File: src/hw/rtl/salc_ram.sv
// Generic single-write, single-read synchronous RAM with registered read data.
module salc_ram #(
    parameter int WIDTH = 8,
    parameter int DEPTH = 16
) (
    input  logic                                 i_clk,
    input  logic                                 i_we,
    input  logic [(DEPTH > 1 ? $clog2(DEPTH) : 1)-1:0] i_waddr,
    input  logic [WIDTH-1:0]                     i_wdata,
    input  logic                                 i_re,
    input  logic [(DEPTH > 1 ? $clog2(DEPTH) : 1)-1:0] i_raddr,
    output logic [WIDTH-1:0]                     o_rdata
);
    logic [WIDTH-1:0] r_mem [DEPTH];
    logic [WIDTH-1:0] r_rdata;

    always_ff @(posedge i_clk) begin
        if (i_we) begin
            r_mem[i_waddr] <= i_wdata;
        end
        if (i_re) begin
            r_rdata <= r_mem[i_raddr];
        end
    end

    assign o_rdata = r_rdata;
endmodule

File: config.mk
export PLATFORM = sky130hd
export DESIGN_NAME = salc_ram
export DESIGN_NICKNAME = d
export VERILOG_FILES = /design/src/hw/rtl/salc_ram.sv
export SDC_FILE = /design/constraint.sdc
export NUM_CORES = 1
export LEC_CHECK = 0
export BUFFER_PORTS_ARGS = -buffer_cell sky130_fd_sc_hd__buf_4
export CAP_MARGIN = 20
export CORE_UTILIZATION = 60
export CTS_CLUSTER_DIAMETER = 30
export CTS_CLUSTER_SIZE = 8
export DETAILED_ROUTE_END_ITERATION = 16
export GPL_TIMING_DRIVEN = 0
export PLACE_DENSITY = 0.84
export SLEW_MARGIN = 0
export SYNTH_ARGS = -nofsm -noshare
export SYNTH_HDL_FRONTEND = slang
export SYNTH_SLANG_ARGS = --single-unit
File: constraint.sdc
create_clock -name i_clk -period 2.48 [get_ports i_clk]
set_input_delay 0.744 -clock i_clk [delete_from_list [all_inputs] [get_ports i_clk]]
set_output_delay 0.744 -clock i_clk [all_outputs]
set_load 0.02 [all_outputs]
==> results.py <==
metrics = {
    "synth": {
        "yosys_warnings": 0,
        "synthArstFlopShare_pct": 0,
        "synthFlopType": "edfxtp_1",
        "synth-seq-area-share_pct": 78.1,
        "synth.area.top_cells": "edfxtp_1, mux4_2, mux4_1, a22oi_1, nor2_1",
        "syn-num-nets": 248,
        "netlist_area_um2": 5230,
        "synth.distinct_cells": 18,
        "synth_most_common_cell": "edfxtp_1",
        "netlist_instances": 229,
        "synth_top_area_cell": "edfxtp_1",
        "synth_enable_flop_cells": 136,
        "synthTopCellsByCount": "edfxtp_1, mux4_2, a22oi_1, mux4_1, nor2_1",
        "synth_top_area_share_pct": 78.1,
        "ys_seq_elements": 136,
        "syn_avg_cell_area_um2": 22.8,
    },
    "power": {
        "internal_power_mw": 4.24,
        "leakage_nw": 2.07,
        "swShare_pct": 20.9,
        "peakVddDrop_uv": 692,
        "power_mw": 5.35,
        "p_switching_mw": 1.12,
        "clockPowerShare_pct": 46.2,
        "pwr-share-comb_pct": 5.1,
        "power.density_nw_per_um2": 869,
        "seqPwrFrac_pct": 48.7,
    },
    "grt": {
        "track_usage_pct": 26.8,
        "grt_pass1_vias": 2535,
        "grt_pass1_wl_mm": 15.9,
        "overflow": 0,
        "antenna_found_initial": 0,
        "grt_max_degree": 17,
    },
    "sta": {
        "min_period_ns": 1.93,
        "finalClockSkew_ns": 0.00763,
        "setup_viol": 0,
        "holdWs_ns": 0.511,
        "finalHoldViolCount": 0,
        "tightest_slew_ns": 0.848,
        "finalCritPeriodShare_pct": 77.8,
        "max_freq_ghz": 0.518,
        "relSlewSlack_pct": 43.2,
        "rsz0062_at_grt": "no",
        "drv_slew": 0,
    },
    "cts": {
        "cts_sinks": 136,
        "cts-root-buf": "clkbuf_8",
        "cts-buffers-inserted": 17,
        "post_cts.repair.setup_buffers": 0,
        "clkLatencyLatePin_ns": 0.52,
        "htree_num_levels": 4,
        "cts_tree": "yes",
        "cts.path.max_buffers": 2,
        "ctsResizeCount": 0,
        "cts_hold_buffers": 0,
        "clk_pin_slew_ns": 0.06,
    },
    "critical_path": {
        "worstPathRequired_ns": 2.62,
        "crit_fanout": 8,
        "r2r-start": "r_mem[5][1]$_DFFE_PP_",
        "critPathKind": "in -> reg",
        "start_kind": "input pin",
        "max_stage_delay_ns": 0.67,
        "cp_slowest_cell": "nor2_1",
        "crit_chain": "buf_4 -> or3b_2 -> nor2_1",
        "r2r_end": "o_rdata[1]$_DFFE_PP_",
        "cp_top_family": "simple AND/OR/NAND/NOR gates",
        "cp-end-kind": "flop",
        "worst-path-stages": 3,
        "critPathArrivalTime_ns": 2.07,
        "rrSetupSlack_ns": 0.88,
        "r2r_cells": 3,
        "critPathBufInv": 1,
    },
    "floorplanning": {
        "rows": 33,
        "dieArea_um2": 9090,
        "num_io_pins": 27,
        "chipWidth_um": 95.3,
        "die_y_um": 95.3,
        "coreArea_um2": 8340,
        "start_util_pct": 62.7,
    },
    "finish": {
        "finish.utilization_pct": 73.9,
        "final_nets": 296,
        "design_area_um2": 6160,
        "drive_gt1_share_pct": 30.7,
        "syn2layout_area_growth_pct": 17.9,
        "diodes": 0,
    },
    "route": {
        "routed_wl_mm": 10.7,
        "detail_route.vias_per_cell": 6.57,
        "first_pass_iters": 7,
        "drc": 0,
        "drt_iter0_drc": 355,
        "wl_per_cell_um": 27.1,
        "final_antenna_net_count": 0,
        "vias": 2595,
    },
    "place": {
        "numPortBuffers": 25,
        "hpwl_mm": 6.79,
        "dpl_cell_area_um2": 5560,
        "place_congestion": 0.721,
    },
    "job": {
        "maxCapViolCount": 0,
    },
    "worst_hold_path": {
        "whs_path_depth": 1,
        "hold_end": "o_rdata[4]$_DFFE_PP_",
        "holdCritPathClass": "in -> reg",
        "hp-start": "i_re",
    },
    "run_status": {
        "outcome": "finished, final reports clean",
    },
}
-- registers in the layout, indices dropped and copies added, names as in the netlist --
name,cells
o_rdata,8
r_mem,128
-- cells by family (layout without fill, tap and decap cells) --
logic type      after synthesis  after routing  synth area share, %
simple gates                 35             35                 3.14
buf+inv                      10             71                 1.65
flops                       136            136                 78.1
mux                          32             32                 14.8
compound gates               16             16                 2.30
-- per-layer routing --
layer	routed length, µm	part of all wire (%)	GRT usage (%)	vias to the layer above
met5	0	0	0	-
met2	5490	51	42.2	170
li1	-	-	-	1083
met3	893	8.3	6.78	12
met1	4200	39	37.3	1330
met4	132	1.2	8.46	0
-- through the flow --
step / TNS (ns) / std cells / setup slack [ns]
floorplan: 0 / 229 / 0.243
detailed placement: 0 / 362 / 0.0780
global placement: -2.48 / 359 / -0.302
global route: 0 / 395 / 0.534
finish: 0 / 395 / 0.551
CTS: 0 / 394 / 0.609
-- worst max-delay path by stage --
| stage | from | endpoint | slack, ns |
|---|---|---|---|
| detailed placement | i_waddr[2] | r_mem[1][4]$_DFFE_PP_ | 0.08 |
| global placement | i_waddr[2] | r_mem[0][3]$_DFFE_PP_ | -0.30 |
| finish | i_waddr[2] | r_mem[3][2]$_DFFE_PP_ | 0.55 |
| floorplan | i_waddr[2] | r_mem[0][0]$_DFFE_PP_ | 0.24 |
| CTS | i_waddr[2] | r_mem[3][2]$_DFFE_PP_ | 0.61 |
| global route | i_waddr[2] | r_mem[3][6]$_DFFE_PP_ | 0.53 |
-- cells in the final DEF (no fill, tap or decap), types with 2 or more instances in the layout --
cell             Yosys  layout
bufinv_16            0       3
a22oi_1             16      16
buf_6                3       3
nand2_1              9       9
clkbuf_16            0      16
buf_2                3       6
nor2_1              13      13
nor3_1               4       4
mux4_1              14      14
clkinv_4             0       3
clkdlybuf4s25_2      3       3
edfxtp_1           136     136
mux4_2              18      18
nand3b_1             2       2
inv_6                0       2
buf_4                1      27
clkinvlp_4           0       4
clkinv_2             0       2
nand2b_1             2       2
-- power by group through the flow --
stage,registers (mW),clock network [mW],logic (mW)
after floorplan,2.66,0,0.131
after global placement,2.65,0,0.256
after detailed placement,2.65,0,0.271
after CTS,2.61,2.49,0.273
after global routing,2.61,2.58,0.291
final,2.61,2.48,0.273
-- layout make-up --
cell class	instances	area, µm²
clock buffer	17	414
fill	445	2180
sequential	136	4080
buffer	10	86.3
tap	105	131
multi-input combinational	83	1060
clock inverter	15	178
timing repair buffer	29	210
(Power assumes the default switching activity.)
